## src/rtl/lwfg_pkg.sv

```systemverilog
`default_nettype none
package lwfg_pkg;

    localparam int PIXEL_COUNT = 60;

    // field widths
    localparam int PIX_W   = 6;
    localparam int LEVEL_W = 8;
    localparam int PCT_W   = 7;

    localparam logic [PIX_W-1:0] PIX_LAST = PIX_W'(PIXEL_COUNT - 1);

    // distance table, one entry per ring distance 0 .. PIXEL_COUNT/2
    localparam int DIST_DEPTH = PIXEL_COUNT / 2 + 1;
    localparam int DIST_W     = (DIST_DEPTH > 1) ? $clog2(DIST_DEPTH) : 1;
    localparam logic [DIST_W-1:0] DIST_LAST = DIST_W'(PIXEL_COUNT / 2);

    // request queue between front and back
    localparam int QUEUE_DEPTH = 2;
    localparam int QPTR_W      = (QUEUE_DEPTH > 1) ? $clog2(QUEUE_DEPTH) : 1;
    localparam int QCNT_W      = $clog2(QUEUE_DEPTH + 1);

    // ramp-step divider, one quotient bit per cycle
    localparam int DIV_CNT_W = (PCT_W > 1) ? $clog2(PCT_W) : 1;

    // floor(x / 100) == (x * 5243) >> 19 for x below 2^15
    localparam int PROD_W      = LEVEL_W + PCT_W;
    localparam int RECIP_W     = 13;
    localparam int SCALED_W    = PROD_W + RECIP_W;
    localparam int RECIP_SHIFT = 19;
    localparam logic [RECIP_W-1:0] RECIP_100 = RECIP_W'(5243);

    // configuration port
    localparam int CFG_IDX_W  = 3;
    localparam int CFG_DATA_W = 8;

    typedef enum logic [CFG_IDX_W-1:0] {
        REG_RED   = 3'd0,
        REG_GREEN = 3'd1,
        REG_BLUE  = 3'd2,
        REG_BASE  = 3'd3,
        REG_PEAK  = 3'd4,
        REG_WIDTH = 3'd5
    } cfg_reg_t;

    typedef struct packed {
        logic [LEVEL_W-1:0] red_level;
        logic [LEVEL_W-1:0] green_level;
        logic [LEVEL_W-1:0] blue_level;
        logic [PCT_W-1:0]   base_percent;
        logic [PCT_W-1:0]   peak_percent;
        logic [PCT_W-1:0]   ramp_span;
    } cfg_t;

    typedef struct packed {
        logic             push;
        logic [PIX_W-1:0] center;
    } q_wr_t;

    typedef struct packed {
        logic             avail;
        logic [PIX_W-1:0] center;
    } q_rd_t;

    typedef struct packed {
        logic             start;
        logic [PCT_W-1:0] num;
        logic [PCT_W-1:0] den;
    } div_req_t;

    typedef struct packed {
        logic             done;
        logic [PCT_W-1:0] quo;
        logic [PCT_W-1:0] rem;
    } div_rsp_t;

    typedef enum logic [1:0] {
        BK_IDLE,
        BK_DIV,
        BK_FILL,
        BK_EMIT
    } back_state_t;

endpackage
`default_nettype wire

```

## src/rtl/lwfg_ram.sv

```systemverilog
`default_nettype none
module lwfg_ram #(
    parameter int WIDTH = 8,
    parameter int DEPTH = 32,
    parameter int AW    = (DEPTH > 1) ? $clog2(DEPTH) : 1
) (
    input  wire logic             clk,
    input  wire logic             wr_en,
    input  wire logic [AW-1:0]    wr_addr,
    input  wire logic [WIDTH-1:0] wr_data,
    input  wire logic             rd_en,
    input  wire logic [AW-1:0]    rd_addr,
    output logic      [WIDTH-1:0] rd_data
);

    logic [WIDTH-1:0] mem [DEPTH];

    always_ff @(posedge clk)
    begin
        if (wr_en)
        begin
            mem[wr_addr] <= wr_data;
        end
        if (rd_en)
        begin
            rd_data <= mem[rd_addr];
        end
    end

endmodule
`default_nettype wire

```

## src/rtl/lwfg_queue.sv

```systemverilog
`default_nettype none
module lwfg_queue (
    input  wire logic           clk,
    input  wire logic           rst_n,
    input  wire lwfg_pkg::q_wr_t wr,
    output logic                full,
    input  wire logic           pop,
    output lwfg_pkg::q_rd_t     rd
);
    import lwfg_pkg::*;

    logic [PIX_W-1:0]  entry_reg [QUEUE_DEPTH];
    logic [QPTR_W-1:0] wr_ptr_reg;
    logic [QPTR_W-1:0] rd_ptr_reg;
    logic [QCNT_W-1:0] count_reg;
    logic              do_push;
    logic              do_pop;

    assign full      = (count_reg == QCNT_W'(QUEUE_DEPTH));
    assign rd.avail  = (count_reg != '0);
    assign rd.center = entry_reg[rd_ptr_reg];

    assign do_push = wr.push && !full;
    assign do_pop  = pop && rd.avail;

    always_ff @(posedge clk or negedge rst_n)
    begin
        if (!rst_n)
        begin
            wr_ptr_reg <= '0;
            rd_ptr_reg <= '0;
            count_reg  <= '0;
        end
        else
        begin
            if (do_push)
            begin
                wr_ptr_reg <= (wr_ptr_reg == QPTR_W'(QUEUE_DEPTH - 1)) ? '0 : wr_ptr_reg + 1'b1;
            end
            if (do_pop)
            begin
                rd_ptr_reg <= (rd_ptr_reg == QPTR_W'(QUEUE_DEPTH - 1)) ? '0 : rd_ptr_reg + 1'b1;
            end
            if (do_push && !do_pop)
            begin
                count_reg <= count_reg + 1'b1;
            end
            else if (do_pop && !do_push)
            begin
                count_reg <= count_reg - 1'b1;
            end
        end
    end

    always_ff @(posedge clk)
    begin
        if (do_push)
        begin
            entry_reg[wr_ptr_reg] <= wr.center;
        end
    end

endmodule
`default_nettype wire

```

## src/rtl/lwfg_front.sv

```systemverilog
`default_nettype none
module lwfg_front (
    input  wire logic            clk,
    input  wire logic            rst_n,
    input  wire logic            in_valid,
    output logic                 in_stall,
    input  wire logic            frame_request,
    input  wire logic            q_full,
    output lwfg_pkg::q_wr_t      q_wr
);
    import lwfg_pkg::*;

    logic [PIX_W-1:0] center_reg;
    logic [PIX_W-1:0] center_next;
    logic             accept;

    assign in_stall = q_full;
    assign accept   = in_valid && !q_full;

    // a request of 0 is taken and dropped here
    assign q_wr.push   = accept && frame_request;
    assign q_wr.center = center_reg;

    always_comb
    begin
        center_next = center_reg;
        if (q_wr.push)
        begin
            center_next = (center_reg == PIX_LAST) ? '0 : center_reg + 1'b1;
        end
    end

    always_ff @(posedge clk or negedge rst_n)
    begin
        if (!rst_n)
        begin
            center_reg <= '0;
        end
        else
        begin
            center_reg <= center_next;
        end
    end

endmodule
`default_nettype wire

```

## src/rtl/lwfg_div.sv

```systemverilog
`default_nettype none
module lwfg_div (
    input  wire logic           clk,
    input  wire logic           rst_n,
    input  wire lwfg_pkg::div_req_t req,
    output lwfg_pkg::div_rsp_t  rsp
);
    import lwfg_pkg::*;

    logic                 busy_reg;
    logic                 done_reg;
    logic [DIV_CNT_W-1:0] cnt_reg;
    logic [PCT_W-1:0]     num_reg;
    logic [PCT_W-1:0]     den_reg;
    logic [PCT_W-1:0]     quo_reg;
    logic [PCT_W-1:0]     rem_reg;
    logic [PCT_W:0]       shifted;
    logic                 ge;

    // restoring division, one quotient bit per cycle
    assign shifted = {rem_reg, num_reg[PCT_W-1]};
    assign ge      = (shifted >= {1'b0, den_reg});

    assign rsp.done = done_reg;
    assign rsp.quo  = quo_reg;
    assign rsp.rem  = rem_reg;

    always_ff @(posedge clk or negedge rst_n)
    begin
        if (!rst_n)
        begin
            busy_reg <= 1'b0;
            done_reg <= 1'b0;
            cnt_reg  <= '0;
        end
        else
        begin
            done_reg <= 1'b0;
            if (req.start)
            begin
                busy_reg <= 1'b1;
                cnt_reg  <= DIV_CNT_W'(PCT_W - 1);
            end
            else if (busy_reg)
            begin
                cnt_reg <= cnt_reg - 1'b1;
                if (cnt_reg == '0)
                begin
                    busy_reg <= 1'b0;
                    done_reg <= 1'b1;
                end
            end
        end
    end

    always_ff @(posedge clk)
    begin
        if (req.start)
        begin
            num_reg <= req.num;
            den_reg <= req.den;
            rem_reg <= '0;
            quo_reg <= '0;
        end
        else if (busy_reg)
        begin
            num_reg <= {num_reg[PCT_W-2:0], 1'b0};
            rem_reg <= ge ? PCT_W'(shifted - {1'b0, den_reg}) : PCT_W'(shifted);
            quo_reg <= {quo_reg[PCT_W-2:0], ge};
        end
    end

endmodule
`default_nettype wire

```

## src/rtl/lwfg_back.sv

```systemverilog
`default_nettype none
module lwfg_back (
    input  wire logic               clk,
    input  wire logic               rst_n,
    input  wire lwfg_pkg::cfg_t     cfg,
    input  wire lwfg_pkg::q_rd_t    q_rd,
    output logic                    q_pop,
    output logic                    out_valid,
    input  wire logic               out_stall,
    output logic [lwfg_pkg::PIX_W-1:0]   pixel_index,
    output logic [lwfg_pkg::LEVEL_W-1:0] pixel_red,
    output logic [lwfg_pkg::LEVEL_W-1:0] pixel_green,
    output logic [lwfg_pkg::LEVEL_W-1:0] pixel_blue,
    output logic                    last_pixel
);
    import lwfg_pkg::*;

    back_state_t state_reg;
    back_state_t state_next;

    logic [PIX_W-1:0]  center_reg;
    logic [PIX_W-1:0]  center_next;
    logic [PIX_W-1:0]  pix_reg;
    logic [PIX_W-1:0]  pix_next;
    logic [DIST_W-1:0] d_reg;
    logic [DIST_W-1:0] d_next;
    logic [PCT_W-1:0]  q_reg;
    logic [PCT_W-1:0]  q_next;
    logic [PCT_W-1:0]  r_reg;
    logic [PCT_W-1:0]  r_next;
    logic [PCT_W-1:0]  qa_reg;
    logic [PCT_W-1:0]  qa_next;
    logic [PCT_W-1:0]  ra_reg;
    logic [PCT_W-1:0]  ra_next;

    div_req_t div_req;
    div_rsp_t div_rsp;

    logic              ram_we;
    logic [PCT_W-1:0]  fill_pct;
    logic [PCT_W-1:0]  ram_rd_data;
    logic [DIST_W-1:0] rd_dist;
    logic              issue;
    logic              adv;

    logic [PCT_W:0]    r_sum;
    logic              r_wrap;
    logic              falling;
    logic [PCT_W-1:0]  delta;

    logic [PIX_W-1:0]  diff;
    logic [PIX_W:0]    ring_d;

    // pipeline
    logic                s1_valid_reg;
    logic [PIX_W-1:0]    s1_idx_reg;
    logic                s1_last_reg;
    logic                s2_valid_reg;
    logic [PIX_W-1:0]    s2_idx_reg;
    logic                s2_last_reg;
    logic [PROD_W-1:0]   s2_red_reg;
    logic [PROD_W-1:0]   s2_green_reg;
    logic [PROD_W-1:0]   s2_blue_reg;
    logic                s3_valid_reg;
    logic [PIX_W-1:0]    s3_idx_reg;
    logic                s3_last_reg;
    logic [SCALED_W-1:0] s3_red_reg;
    logic [SCALED_W-1:0] s3_green_reg;
    logic [SCALED_W-1:0] s3_blue_reg;
    logic                out_valid_reg;
    logic [PIX_W-1:0]    out_idx_reg;
    logic                out_last_reg;
    logic [LEVEL_W-1:0]  out_red_reg;
    logic [LEVEL_W-1:0]  out_green_reg;
    logic [LEVEL_W-1:0]  out_blue_reg;

    function automatic logic [LEVEL_W-1:0] sat_channel(input logic [SCALED_W-1:0] scaled);
        logic [SCALED_W-RECIP_SHIFT-1:0] v;
        v = scaled[SCALED_W-1:RECIP_SHIFT];
        return (v > (SCALED_W-RECIP_SHIFT)'(255)) ? LEVEL_W'(255) : LEVEL_W'(v);
    endfunction

    // ramp step per distance: |peak - base| / width as quotient and remainder
    assign falling = (cfg.peak_percent >= cfg.base_percent);
    assign delta   = falling ? (cfg.peak_percent - cfg.base_percent)
                             : (cfg.base_percent - cfg.peak_percent);

    lwfg_div u_div (
        .clk   (clk),
        .rst_n (rst_n),
        .req   (div_req),
        .rsp   (div_rsp)
    );

    // q_reg tracks floor(d * |peak - base| / width) while d stays inside the wave
    assign r_sum  = {1'b0, r_reg} + {1'b0, ra_reg};
    assign r_wrap = (r_sum >= {1'b0, cfg.ramp_span});

    always_comb
    begin
        if ({{(PCT_W-DIST_W){1'b0}}, d_reg} > cfg.ramp_span)
        begin
            fill_pct = cfg.base_percent;
        end
        else if (falling)
        begin
            fill_pct = cfg.peak_percent - q_reg;
        end
        else
        begin
            fill_pct = cfg.peak_percent + q_reg;
        end
    end

    // ring distance of the pixel being issued
    assign diff   = (pix_reg >= center_reg) ? (pix_reg - center_reg) : (center_reg - pix_reg);
    assign ring_d = ({1'b0, diff} > (PIX_W+1)'(PIXEL_COUNT / 2))
                    ? ((PIX_W+1)'(PIXEL_COUNT) - {1'b0, diff}) : {1'b0, diff};
    assign rd_dist = DIST_W'(ring_d);

    lwfg_ram #(
        .WIDTH (PCT_W),
        .DEPTH (DIST_DEPTH)
    ) u_pct_ram (
        .clk     (clk),
        .wr_en   (ram_we),
        .wr_addr (d_reg),
        .wr_data (fill_pct),
        .rd_en   (issue),
        .rd_addr (rd_dist),
        .rd_data (ram_rd_data)
    );

    assign adv = !out_valid_reg || !out_stall;

    always_comb
    begin
        state_next    = state_reg;
        center_next   = center_reg;
        pix_next      = pix_reg;
        d_next        = d_reg;
        q_next        = q_reg;
        r_next        = r_reg;
        qa_next       = qa_reg;
        ra_next       = ra_reg;
        q_pop         = 1'b0;
        div_req.start = 1'b0;
        div_req.num   = delta;
        div_req.den   = cfg.ramp_span;
        ram_we        = 1'b0;
        issue         = 1'b0;
        case (state_reg)
            BK_IDLE:
            begin
                if (q_rd.avail)
                begin
                    q_pop         = 1'b1;
                    center_next   = q_rd.center;
                    div_req.start = 1'b1;
                    state_next    = BK_DIV;
                end
            end
            BK_DIV:
            begin
                if (div_rsp.done)
                begin
                    qa_next    = div_rsp.quo;
                    ra_next    = div_rsp.rem;
                    d_next     = '0;
                    q_next     = '0;
                    r_next     = '0;
                    state_next = BK_FILL;
                end
            end
            BK_FILL:
            begin
                ram_we = 1'b1;
                d_next = d_reg + 1'b1;
                q_next = q_reg + qa_reg + PCT_W'(r_wrap);
                r_next = r_wrap ? PCT_W'(r_sum - {1'b0, cfg.ramp_span}) : PCT_W'(r_sum);
                if (d_reg == DIST_LAST)
                begin
                    pix_next   = '0;
                    state_next = BK_EMIT;
                end
            end
            BK_EMIT:
            begin
                if (adv)
                begin
                    issue    = 1'b1;
                    pix_next = pix_reg + 1'b1;
                    if (pix_reg == PIX_LAST)
                    begin
                        state_next = BK_IDLE;
                    end
                end
            end
            default:
            begin
                state_next = BK_IDLE;
            end
        endcase
    end

    always_ff @(posedge clk or negedge rst_n)
    begin
        if (!rst_n)
        begin
            state_reg <= BK_IDLE;
        end
        else
        begin
            state_reg <= state_next;
        end
    end

    always_ff @(posedge clk)
    begin
        center_reg <= center_next;
        pix_reg    <= pix_next;
        d_reg      <= d_next;
        q_reg      <= q_next;
        r_reg      <= r_next;
        qa_reg     <= qa_next;
        ra_reg     <= ra_next;
    end

    always_ff @(posedge clk or negedge rst_n)
    begin
        if (!rst_n)
        begin
            s1_valid_reg  <= 1'b0;
            s2_valid_reg  <= 1'b0;
            s3_valid_reg  <= 1'b0;
            out_valid_reg <= 1'b0;
        end
        else if (adv)
        begin
            s1_valid_reg  <= issue;
            s2_valid_reg  <= s1_valid_reg;
            s3_valid_reg  <= s2_valid_reg;
            out_valid_reg <= s3_valid_reg;
        end
    end

    always_ff @(posedge clk)
    begin
        if (adv)
        begin
            s1_idx_reg  <= pix_reg;
            s1_last_reg <= (pix_reg == PIX_LAST);

            s2_idx_reg   <= s1_idx_reg;
            s2_last_reg  <= s1_last_reg;
            s2_red_reg   <= PROD_W'(cfg.red_level) * PROD_W'(ram_rd_data);
            s2_green_reg <= PROD_W'(cfg.green_level) * PROD_W'(ram_rd_data);
            s2_blue_reg  <= PROD_W'(cfg.blue_level) * PROD_W'(ram_rd_data);

            s3_idx_reg   <= s2_idx_reg;
            s3_last_reg  <= s2_last_reg;
            s3_red_reg   <= SCALED_W'(s2_red_reg) * SCALED_W'(RECIP_100);
            s3_green_reg <= SCALED_W'(s2_green_reg) * SCALED_W'(RECIP_100);
            s3_blue_reg  <= SCALED_W'(s2_blue_reg) * SCALED_W'(RECIP_100);

            out_idx_reg   <= s3_idx_reg;
            out_last_reg  <= s3_last_reg;
            out_red_reg   <= sat_channel(s3_red_reg);
            out_green_reg <= sat_channel(s3_green_reg);
            out_blue_reg  <= sat_channel(s3_blue_reg);
        end
    end

    assign out_valid   = out_valid_reg;
    assign pixel_index = out_idx_reg;
    assign pixel_red   = out_red_reg;
    assign pixel_green = out_green_reg;
    assign pixel_blue  = out_blue_reg;
    assign last_pixel  = out_last_reg;

endmodule
`default_nettype wire

```

## src/rtl/led_wave_frame_generator_core.sv

```systemverilog
`default_nettype none
// Channel   Direction  Handshake            Payload
// in        request    in_valid / in_stall  frame_request
// out       result     out_valid/out_stall  pixel_index, pixel_red/green/blue, last_pixel
// cfg       write      cfg_write            cfg_index, cfg_data
//
// A frame request runs the ramp-step divider, fills the percent table with one entry
// per ring distance, then issues the PIXEL_COUNT pixels in turn through the single
// read port of that table.
// A request of 0 is taken and yields nothing; the front keeps taking
// requests until the two-entry queue is full, then raises in_stall.
// out_stall holds the four-stage pixel pipeline in place. Reset is asynchronous.
module led_wave_frame_generator_core (
    input  wire logic                          clk,
    input  wire logic                          rst_n,
    input  wire logic                          in_valid,
    output logic                               in_stall,
    input  wire logic                          frame_request,
    output logic                               out_valid,
    input  wire logic                          out_stall,
    output logic [lwfg_pkg::PIX_W-1:0]         pixel_index,
    output logic [lwfg_pkg::LEVEL_W-1:0]       pixel_red,
    output logic [lwfg_pkg::LEVEL_W-1:0]       pixel_green,
    output logic [lwfg_pkg::LEVEL_W-1:0]       pixel_blue,
    output logic                               last_pixel,
    input  wire logic                          cfg_write,
    input  wire logic [lwfg_pkg::CFG_IDX_W-1:0]  cfg_index,
    input  wire logic [lwfg_pkg::CFG_DATA_W-1:0] cfg_data
);
    import lwfg_pkg::*;

    cfg_t  cfg_reg;
    q_wr_t q_wr;
    q_rd_t q_rd;
    logic  q_full;
    logic  q_pop;

    always_ff @(posedge clk or negedge rst_n)
    begin
        if (!rst_n)
        begin
            cfg_reg.red_level    <= '0;
            cfg_reg.green_level  <= '0;
            cfg_reg.blue_level   <= '0;
            cfg_reg.base_percent <= PCT_W'(20);
            cfg_reg.peak_percent <= PCT_W'(100);
            cfg_reg.ramp_span    <= PCT_W'(5);
        end
        else if (cfg_write)
        begin
            case (cfg_index)
                REG_RED:   cfg_reg.red_level    <= cfg_data;
                REG_GREEN: cfg_reg.green_level  <= cfg_data;
                REG_BLUE:  cfg_reg.blue_level   <= cfg_data;
                REG_BASE:  cfg_reg.base_percent <= cfg_data[PCT_W-1:0];
                REG_PEAK:  cfg_reg.peak_percent <= cfg_data[PCT_W-1:0];
                REG_WIDTH: cfg_reg.ramp_span    <= cfg_data[PCT_W-1:0];
                default:
                begin
                end
            endcase
        end
    end

    lwfg_front u_front (
        .clk           (clk),
        .rst_n         (rst_n),
        .in_valid      (in_valid),
        .in_stall      (in_stall),
        .frame_request (frame_request),
        .q_full        (q_full),
        .q_wr          (q_wr)
    );

    lwfg_queue u_queue (
        .clk   (clk),
        .rst_n (rst_n),
        .wr    (q_wr),
        .full  (q_full),
        .pop   (q_pop),
        .rd    (q_rd)
    );

    lwfg_back u_back (
        .clk         (clk),
        .rst_n       (rst_n),
        .cfg         (cfg_reg),
        .q_rd        (q_rd),
        .q_pop       (q_pop),
        .out_valid   (out_valid),
        .out_stall   (out_stall),
        .pixel_index (pixel_index),
        .pixel_red   (pixel_red),
        .pixel_green (pixel_green),
        .pixel_blue  (pixel_blue),
        .last_pixel  (last_pixel)
    );

endmodule
`default_nettype wire
```

## config.mk

```make
export PLATFORM = sky130hd
export DESIGN_NAME = led_wave_frame_generator_core
export DESIGN_NICKNAME = d
export VERILOG_FILES = /design/src/rtl/lwfg_pkg.sv /design/src/rtl/lwfg_ram.sv /design/src/rtl/lwfg_queue.sv /design/src/rtl/lwfg_front.sv /design/src/rtl/lwfg_div.sv /design/src/rtl/lwfg_back.sv /design/src/rtl/led_wave_frame_generator_core.sv
export SDC_FILE = /design/constraint.sdc
export NUM_CORES = 2
export LEC_CHECK = 0
export ABC_AREA = 1
export BUFFER_PORTS_ARGS = -buffer_cell sky130_fd_sc_hd__buf_4
export CAP_MARGIN = 20
export CORE_ASPECT_RATIO = 1.5
export CORE_MARGIN = 5
export CORE_UTILIZATION = 40
export CTS_CLUSTER_SIZE = 40
export DETAILED_ROUTE_END_ITERATION = 6
export GPL_TIMING_DRIVEN = 0
export PLACE_DENSITY = 0.63
export SLEW_MARGIN = 5
export SYNTH_ARGS = -nofsm -noshare
export SYNTH_HDL_FRONTEND = slang
export SYNTH_SLANG_ARGS = --single-unit
```

## constraint.sdc

```tcl
create_clock -name clk -period 4.5 [get_ports clk]
set_input_delay 0 -clock clk [delete_from_list [all_inputs] [get_ports clk]]
set_output_delay 0 -clock clk [all_outputs]
set_load 0.1 [all_outputs]
```

### Yosys cells after proc, flatten, opt, wreduce, memory -nomap -nowiden

Memories as Yosys holds them, arrays and structs flattened. A register that Yosys moved wholly into a read port is not among the register bits.
Index checks and enable logic that the tools add are counted.

* register bits after elaboration: 314
* bits in latches: 0
* RAM bits: 229
* memory bits (read-only): 0
* bits of input ports: 17
* output and inout port bits: 33
* logic and storage cells: 175
* memories kept: 2

Memory list
* u_back.u_pct_ram.mem: depth 31, bits a word 7, rd ports 1, clocked after Yosys merged registers in 1, wr ports 1, RTL line lwfg_ram.sv:16 `logic [WIDTH-1:0] mem [DEPTH];`
* u_queue.entry_reg: depth 2, bits a word 6, rd ports 1, clocked after Yosys merged registers in 1, wr ports 1, RTL line lwfg_queue.sv:12 `logic [PIX_W-1:0] entry_reg [QUEUE_DEPTH];`

* add/sub/neg operators: 20
* $mul: 6
* div/mod/pow operators: 0
* magnitude comparators: 9
* equal/unequal tests: 17
* shift operators: 0
* multiplexer cells: 45
* bitwise gates (word level): 0
* reduce and logical (&&, ||, !) cells: 31

Operators by type and width (count)
* 15-bit by 13-bit multiplier with 28-bit output, second input constant: 3
* 7-bit 2-to-1 mux: 8
* 8-bit by 7-bit multiplier with 15-bit output: 3
* 7-bit subtractor: 5
* 7-bit one-hot mux with 2 select lines: 2
* 9-bit by 8-bit greater-than comparator with 1-bit output, second input constant: 3
* 6-bit 2-to-1 mux: 4
* 2-bit AND reduction: 9
* 1-bit 2-to-1 mux: 17
* 8-bit by 7-bit greater-or-equal comparator with 1-bit output: 2
* 7-bit adder: 2
* 2-bit 2-to-1 mux: 7
* 6-bit by 1-bit adder with 6-bit output, second input constant: 2
* 6-bit == test, second input constant: 2
* 6-bit one-hot mux with 2 select lines: 1
* 6-bit subtractor: 2
* 5-bit 2-to-1 mux: 2
* 5-bit one-hot mux with 2 select lines: 1
* 2-bit nonzero test: 5
* 7-bit by 7-bit adder with 8-bit output: 1
* 2-bit one-hot mux with 4 select lines: 1
* 7-bit by 1-bit adder with 7-bit output: 1
* 7-bit greater-or-equal comparator: 1
* 5-bit by 7-bit greater-than comparator with 1-bit output: 1
* other kinds (24): 43

### Depth between registers and ports, before layout

* depth after elaboration: 9
* depth in mapped cells: 26
* gate-level depth less buffers: 26

### By module

From an unflattened synthesis, not the netlist that was laid out.

* cell total of the unflattened synthesis: 4150
* area total of the unflattened synthesis: 39410.3 µm²

Modules (own cells, without submodules)
* lwfg_back: instances 1, cells an instance 2854, area an instance 25757.2 µm², sequential area each 5225.0 µm²
* lwfg_ram: instances 1, cells an instance 778, area an instance 9120.0 µm², sequential area each 6726.5 µm²
* led_wave_frame_generator_core: instances 1, cells an instance 205, area an instance 1815.5 µm², sequential area each 1134.8 µm²
* lwfg_div: instances 1, cells an instance 197, area an instance 1659.1 µm², sequential area each 825.8 µm²
* lwfg_queue: instances 1, cells an instance 63, area an instance 681.9 µm², sequential area each 460.4 µm²
* lwfg_front: instances 1, cells an instance 53, area an instance 376.6 µm², sequential area each 150.1 µm²

### Worst setup path after synthesis

Ideal clock, no wire load.

* path type: flip-flop to flip-flop
* start point: reg u_back.out_valid_reg (netlist: u_back.out_valid)
* end point: reg u_back.state_reg[0]
* setup time: 0.083 ns
* arrival time: 4.689 ns
* data required time: 4.417 ns
* setup slack: -0.272 ns
* cell stages (with the launch flop): 6
* buffers on the path: 0
* clock period less this slack: 4.772 ns
* cells stage by stage: dfrtp_1 -> nand2_1 -> a21oi_1 -> a2111oi_0 -> o21ai_0 -> o21ai_0

* cells in the longest elaborated chain, start to end: 4

Ends and longest elaborated chain
* start: declaration: RTL line lwfg_back.sv:70 `logic out_valid_reg;`
* start signal: assignment: RTL line lwfg_back.sv:243 `out_valid_reg <= s3_valid_reg;`
* 1-bit logical NOT: RTL line lwfg_back.sv:134 `assign adv = !out_valid_reg || !out_stall;`
* 1-bit logical OR: RTL line lwfg_back.sv:134
* named net u_back.adv: RTL line lwfg_back.sv:44 `logic adv;`
* 2-bit by 1-bit != test with 1-bit output (no source line)
* 5-bit AND reduction (no source line)
* end signal: assignment: RTL line lwfg_back.sv:214 `state_reg <= state_next;`
* end: declaration: RTL line lwfg_back.sv:18 `back_state_t state_reg;`

The timed path passes the listed nets, and every way through them passes these cells.
A chain may end at the register's enable or synchronous reset.

### Final worst setup path

* start point: reg u_back.s2_red_reg[10]
* end point: reg u_back.s3_red_reg[25], data pin

* cells in the longest elaborated chain, start to end: 1

Ends and longest elaborated chain
* start: declaration: RTL line lwfg_back.sv:61 `logic [PROD_W-1:0] s2_red_reg;`
* start signal: assignment: RTL line lwfg_back.sv:256 `s2_red_reg <= PROD_W'(cfg.red_level) * PROD_W'(ram_rd_data);`
* 15-bit by 13-bit multiplier with 28-bit output: RTL line lwfg_back.sv:262 `s3_red_reg <= SCALED_W'(s2_red_reg) * SCALED_W'(RECIP_100);`
* end signal: assignment: RTL line lwfg_back.sv:262
* end: declaration: RTL line lwfg_back.sv:67 `logic [SCALED_W-1:0] s3_red_reg;`

No other way between the ends.

==> results.md <==
- The flow ran to the end, but the final reports show violations.
- The final reports fail on negative setup slack.
- The most frequent cell after synthesis is sky130_fd_sc_hd__inv_1.
- For this run, global-route usage on met3 was measured as about 1.8%.
- Entering global routing, the biggest net connects 100 pins.
- In the post-synthesis netlist, the biggest area contributors are sky130_fd_sc_hd__edfxtp_1, sky130_fd_sc_hd__fa_1, sky130_fd_sc_hd__ha_1.
- The clock sink count is around 500.
- The overall track demand over capacity in global routing is between 15 and 20%.
- The number of endpoints failing setup at the final stage is 16.
- Synthesis produced a netlist with a net count of 4454.
- The vertical extent of the die is 387.1 um.
- Before antenna repair, the detailed router went through 6 iterations.
- Between clock sinks in the finished design, the worst skew comes to 0.05576 ns.
- The synthesized netlist contains 58 unique library cells.
- 0 antenna diodes ended up in the layout.
- The setup slack of the critical path after layout is -0.2348 ns.
- The highest attainable clock frequency is 211.2 MHz.
- In this run the worst setup path begins at u_back.s2_red_reg[10].
- The mapped cell area is between 30000 and 40000 um2.
- The multi-input combinational cells in the finished layout cover a total of 21510 um2.
- The wire length reported by the detailed router is approximately 86000 um.
- After synthesis, the share of flip-flops with an asynchronous set or reset is 13.23%.
- The floorplan step defined a core boundary enclosing ~94000 um2.
- The first global-routing pass estimated between 100000 and 150000 um of wire.
- The critical path ends at u_back.s3_red_reg[25].
- The predominant post-synthesis flop cell is sky130_fd_sc_hd__edfxtp_1.
- The number of nets with antenna violations after routing is 0.
- Port buffering added between 40 and 50 buffers.
- The number of synthesized register bits is between 400 and 500.
- The max-slew violation count came to 0.
- The placer's final routability congestion estimate is roughly 0.92.
- The slew at the pin closest to its max-slew limit is approximately 1.1 ns.
- The CTS tree is yes.
- The area added between synthesis and finish is 18.34%.
- The number of violations reported at the end of detailed-routing iteration 0 is ~1100.
- Averaged over all synthesized cells, the footprint is 10.37 um2.
- The biggest area consumer among synthesized cells is sky130_fd_sc_hd__edfxtp_1.
- The highest cell delay on the worst timing path is 0.53 ns.
- The post-synthesis instance total is 3656.
- The register with the most flip-flops in the layout has roughly 220 of them.
- The most crowded layer after global routing is met2.
- The HPWL after detailed placement is 64390 um.
- The total congestion overflow after global routing is 0.
- Setup repair after global routing could not meet its margin everywhere.
- The required time reported for the critical path endpoint is approximately 4.9 ns.
- The fill cell instance count of the final layout is roughly 8600.
- For the worst-skew pair, the clock arrives at the later sink with an insertion delay of ~0.65 ns.
- 50 I/O pins were placed.
- The number of hold violations in the final report is 0.
- The number of global-route vias before repair is between 20000 and 30000.
- The post-placement worst setup slack is -0.7043 ns.
- The number of antenna violations at the first check in global routing is 2.
- The maximum fanout count along the critical path is 4.
- STA classifies the critical path endpoint as a register.
- The worst setup path is of the register to register kind.
- After layout, the worst path uses 105.2% of the clock period.
- The path class of the tightest hold or removal check is input port to asynchronous set/reset pin.
- The effective utilization at floorplan is about two fifths.
- Global routing consumed, on the met2 layer, 32.70% of the routing resources.
- Dividing the detail-routed wire length by the instance count gives about 16 um.
- Max-cap violations in this run came to 0.
- For met1 alone, demand over resource in global routing was 18.28%.
- For this design, the slowest cell found on the critical path is sky130_fd_sc_hd__fa_1.
- The routed via count divided by cell count is 4.870.
- The net total in the final layout is approximately 4800.
- The fraction of final layout cells sized beyond drive strength 1 is around 16%.
- The die covers about 100000 um2.
- In this design, the critical path's most frequently occurring cell is sky130_fd_sc_hd__fa_1.
- The register area share after synthesis is 38.31%.
- The longest clock path from root to sink contains 3 buffers.
- In this run the critical register-to-register path is captured at u_back.s3_red_reg[25].
- The remaining max-slew budget at the tightest pin is about 29%.
- The detailed-route via count is 25660.
- The smallest clock period supported by the final layout is computed as about 4.7 ns.
- The top-area cell type share of the netlist area is 33.19%.
- The horizontal die dimension is around 260 um.
- Setup slack on the worst reg-to-reg path comes out at -0.23 ns.
- The row count is 138.
- The number of buffers added by the clock tree synthesis step is 50.
- The yosys synthesis warning count is 0.
- The combined flip-flop and latch cell area is about 15000 um2.
- CTS built an H-tree with a depth of 2.
- The critical path startpoint category is a register.
- The synthesized design contains around 420 enable-type register cells.
- The origin of the critical flop-to-flop path is u_back.s2_red_reg[10].
- Data on the critical path arrives at its endpoint at 5.12 ns.
- Counting cells, the worst reg-to-reg path comes to 20.
- In the routed design, unresolved DRC markers number 0.
- The signal on the critical path passes through buf_12, buf_6, fa_1, ha_1, inv_2, fa_1, inv_1, fa_1, inv_1, fa_1, inv_2, ha_4, nand4_1, inv_2, nand4_1, o21ai_2, a21boi_2, o21ai_2, a21oi_2, xor2_1.
- The clock tree root buffer cell is sky130_fd_sc_hd__clkbuf_16.
- Clock-pin slew was measured on the worst setup and hold paths at ~0.070 ns.
- Sorting the synthesized cells by how often they occur yields sky130_fd_sc_hd__inv_1, sky130_fd_sc_hd__nand2_1, sky130_fd_sc_hd__ha_1.
how the worst min path moves through the flow:
stage | from | endpoint | cells after the start
after floorplan | rst_n | cfg_reg[10] | 0
after global placement | rst_n | u_front.center_reg[4] | 1
after detailed placement | rst_n | u_front.center_reg[4] | 1
after CTS | rst_n | u_front.center_reg[4] | 2
after global routing | rst_n | u_front.center_reg[4] | 2
final | rst_n | u_front.center_reg[4] | 2
cells by family (layout without fill, tap and decap cells):
family	Yosys count	in the layout	share of synthesized area, %
AOI/OAI and AO/OA	358	359	5.290
DFF	499	499	38.31
xor gates and xnor gates	103	103	2.439
buffers and inverters	830	1181	8.416
muxes	106	106	2.799
adders and majority gates	781	781	31.79
and+or+nand+nor	979	979	10.96
cell type report:
class | instances | area share, %
buffer | 84 | 1.146
clock buffer | 65 | 3.101
tap | 1260 | 3.514
multi-input combinational | 2328 | 47.95
sequential | 499 | 32.37
inverter | 737 | 6.166
clock inverter | 29 | 0.7167
timing repair buffer | 266 | 5.037
routing by layer:
| layer | wire length [um] | share of wire, % |
|---|---|---|
| met3 | 2428 | 2.8 |
| met2 | 47310 | 55 |
| met4 | 4164 | 4.9 |
| met5 | 0 | 0 |
| met1 | 31610 | 37 |
worst max-delay path: cells and delay by family, from the launching register on:
kind / cells / cell delay, ns
xor+xnor: 1 / 0.14
fa+ha+maj: 6 / 2.53
compound gates: 4 / 0.64
simple gates: 2 / 0.19
buf+inv: 7 / 0.54
flops: 1 / 0.43
cell usage in the layout (no fill, tap or decap), types with 9 or more instances in the layout:
cell type | synthesis | final
sky130_fd_sc_hd__inv_1 | 726 | 690
sky130_fd_sc_hd__nand2_1 | 534 | 506
sky130_fd_sc_hd__edfxtp_1 | 419 | 419
sky130_fd_sc_hd__ha_1 | 477 | 415
sky130_fd_sc_hd__fa_1 | 304 | 292
sky130_fd_sc_hd__buf_4 | 4 | 215
sky130_fd_sc_hd__nand3_1 | 214 | 206
sky130_fd_sc_hd__nor2_1 | 146 | 140
sky130_fd_sc_hd__a21oi_1 | 148 | 113
sky130_fd_sc_hd__mux2i_1 | 106 | 106
sky130_fd_sc_hd__o21ai_0 | 133 | 100
sky130_fd_sc_hd__xor2_1 | 75 | 74
sky130_fd_sc_hd__dfrtp_1 | 59 | 59
sky130_fd_sc_hd__ha_4 | 0 | 56
sky130_fd_sc_hd__clkbuf_16 | 0 | 54
sky130_fd_sc_hd__clkbuf_1 | 65 | 53
sky130_fd_sc_hd__inv_2 | 9 | 45
sky130_fd_sc_hd__nand2_2 | 10 | 36
sky130_fd_sc_hd__a21oi_2 | 0 | 32
sky130_fd_sc_hd__buf_6 | 5 | 31
sky130_fd_sc_hd__xnor2_1 | 25 | 25
sky130_fd_sc_hd__or2_2 | 25 | 25
sky130_fd_sc_hd__dlygate4sd3_1 | 0 | 21
sky130_fd_sc_hd__o21ai_1 | 2 | 18
sky130_fd_sc_hd__nor3_1 | 21 | 16
sky130_fd_sc_hd__o21ai_2 | 0 | 15
sky130_fd_sc_hd__nand4_1 | 15 | 15
sky130_fd_sc_hd__dfxtp_1 | 14 | 14
sky130_fd_sc_hd__fa_2 | 0 | 12
sky130_fd_sc_hd__buf_2 | 10 | 10
sky130_fd_sc_hd__nand3_2 | 2 | 9
sky130_fd_sc_hd__clkbuf_2 | 8 | 9
timing repair:
item | CTS | global route
pin swaps | 74 | 107
hold buffers | 21 | 0
hold endpoints to repair | 145 | 0
setup endpoints to repair | 100 | 67
gates resized for setup | 166 | 158
cloned | 1 | 0
buffers inserted | 135 | 56
stage by stage:
stage                     area (um2)  utilization [%]  TNS [ns]  cells  hold slack (ns)
after floorplan                37950                -  -0.03373   3656          -0.2956
after global placement         39890            42.32   -204.80   4965           0.1902
after detailed placement       40050            42.48    -31.14   4970           0.1970
after CTS                      43830            46.49    -1.810   5218          0.02963
after global routing           44860            47.59    -6.007   5268          0.08463
final                          44860            47.59    -1.444   5268          0.01285
Power is not shown: default switching activity piles up to over one toggle a cycle in this logic, so the estimate is an artifact.
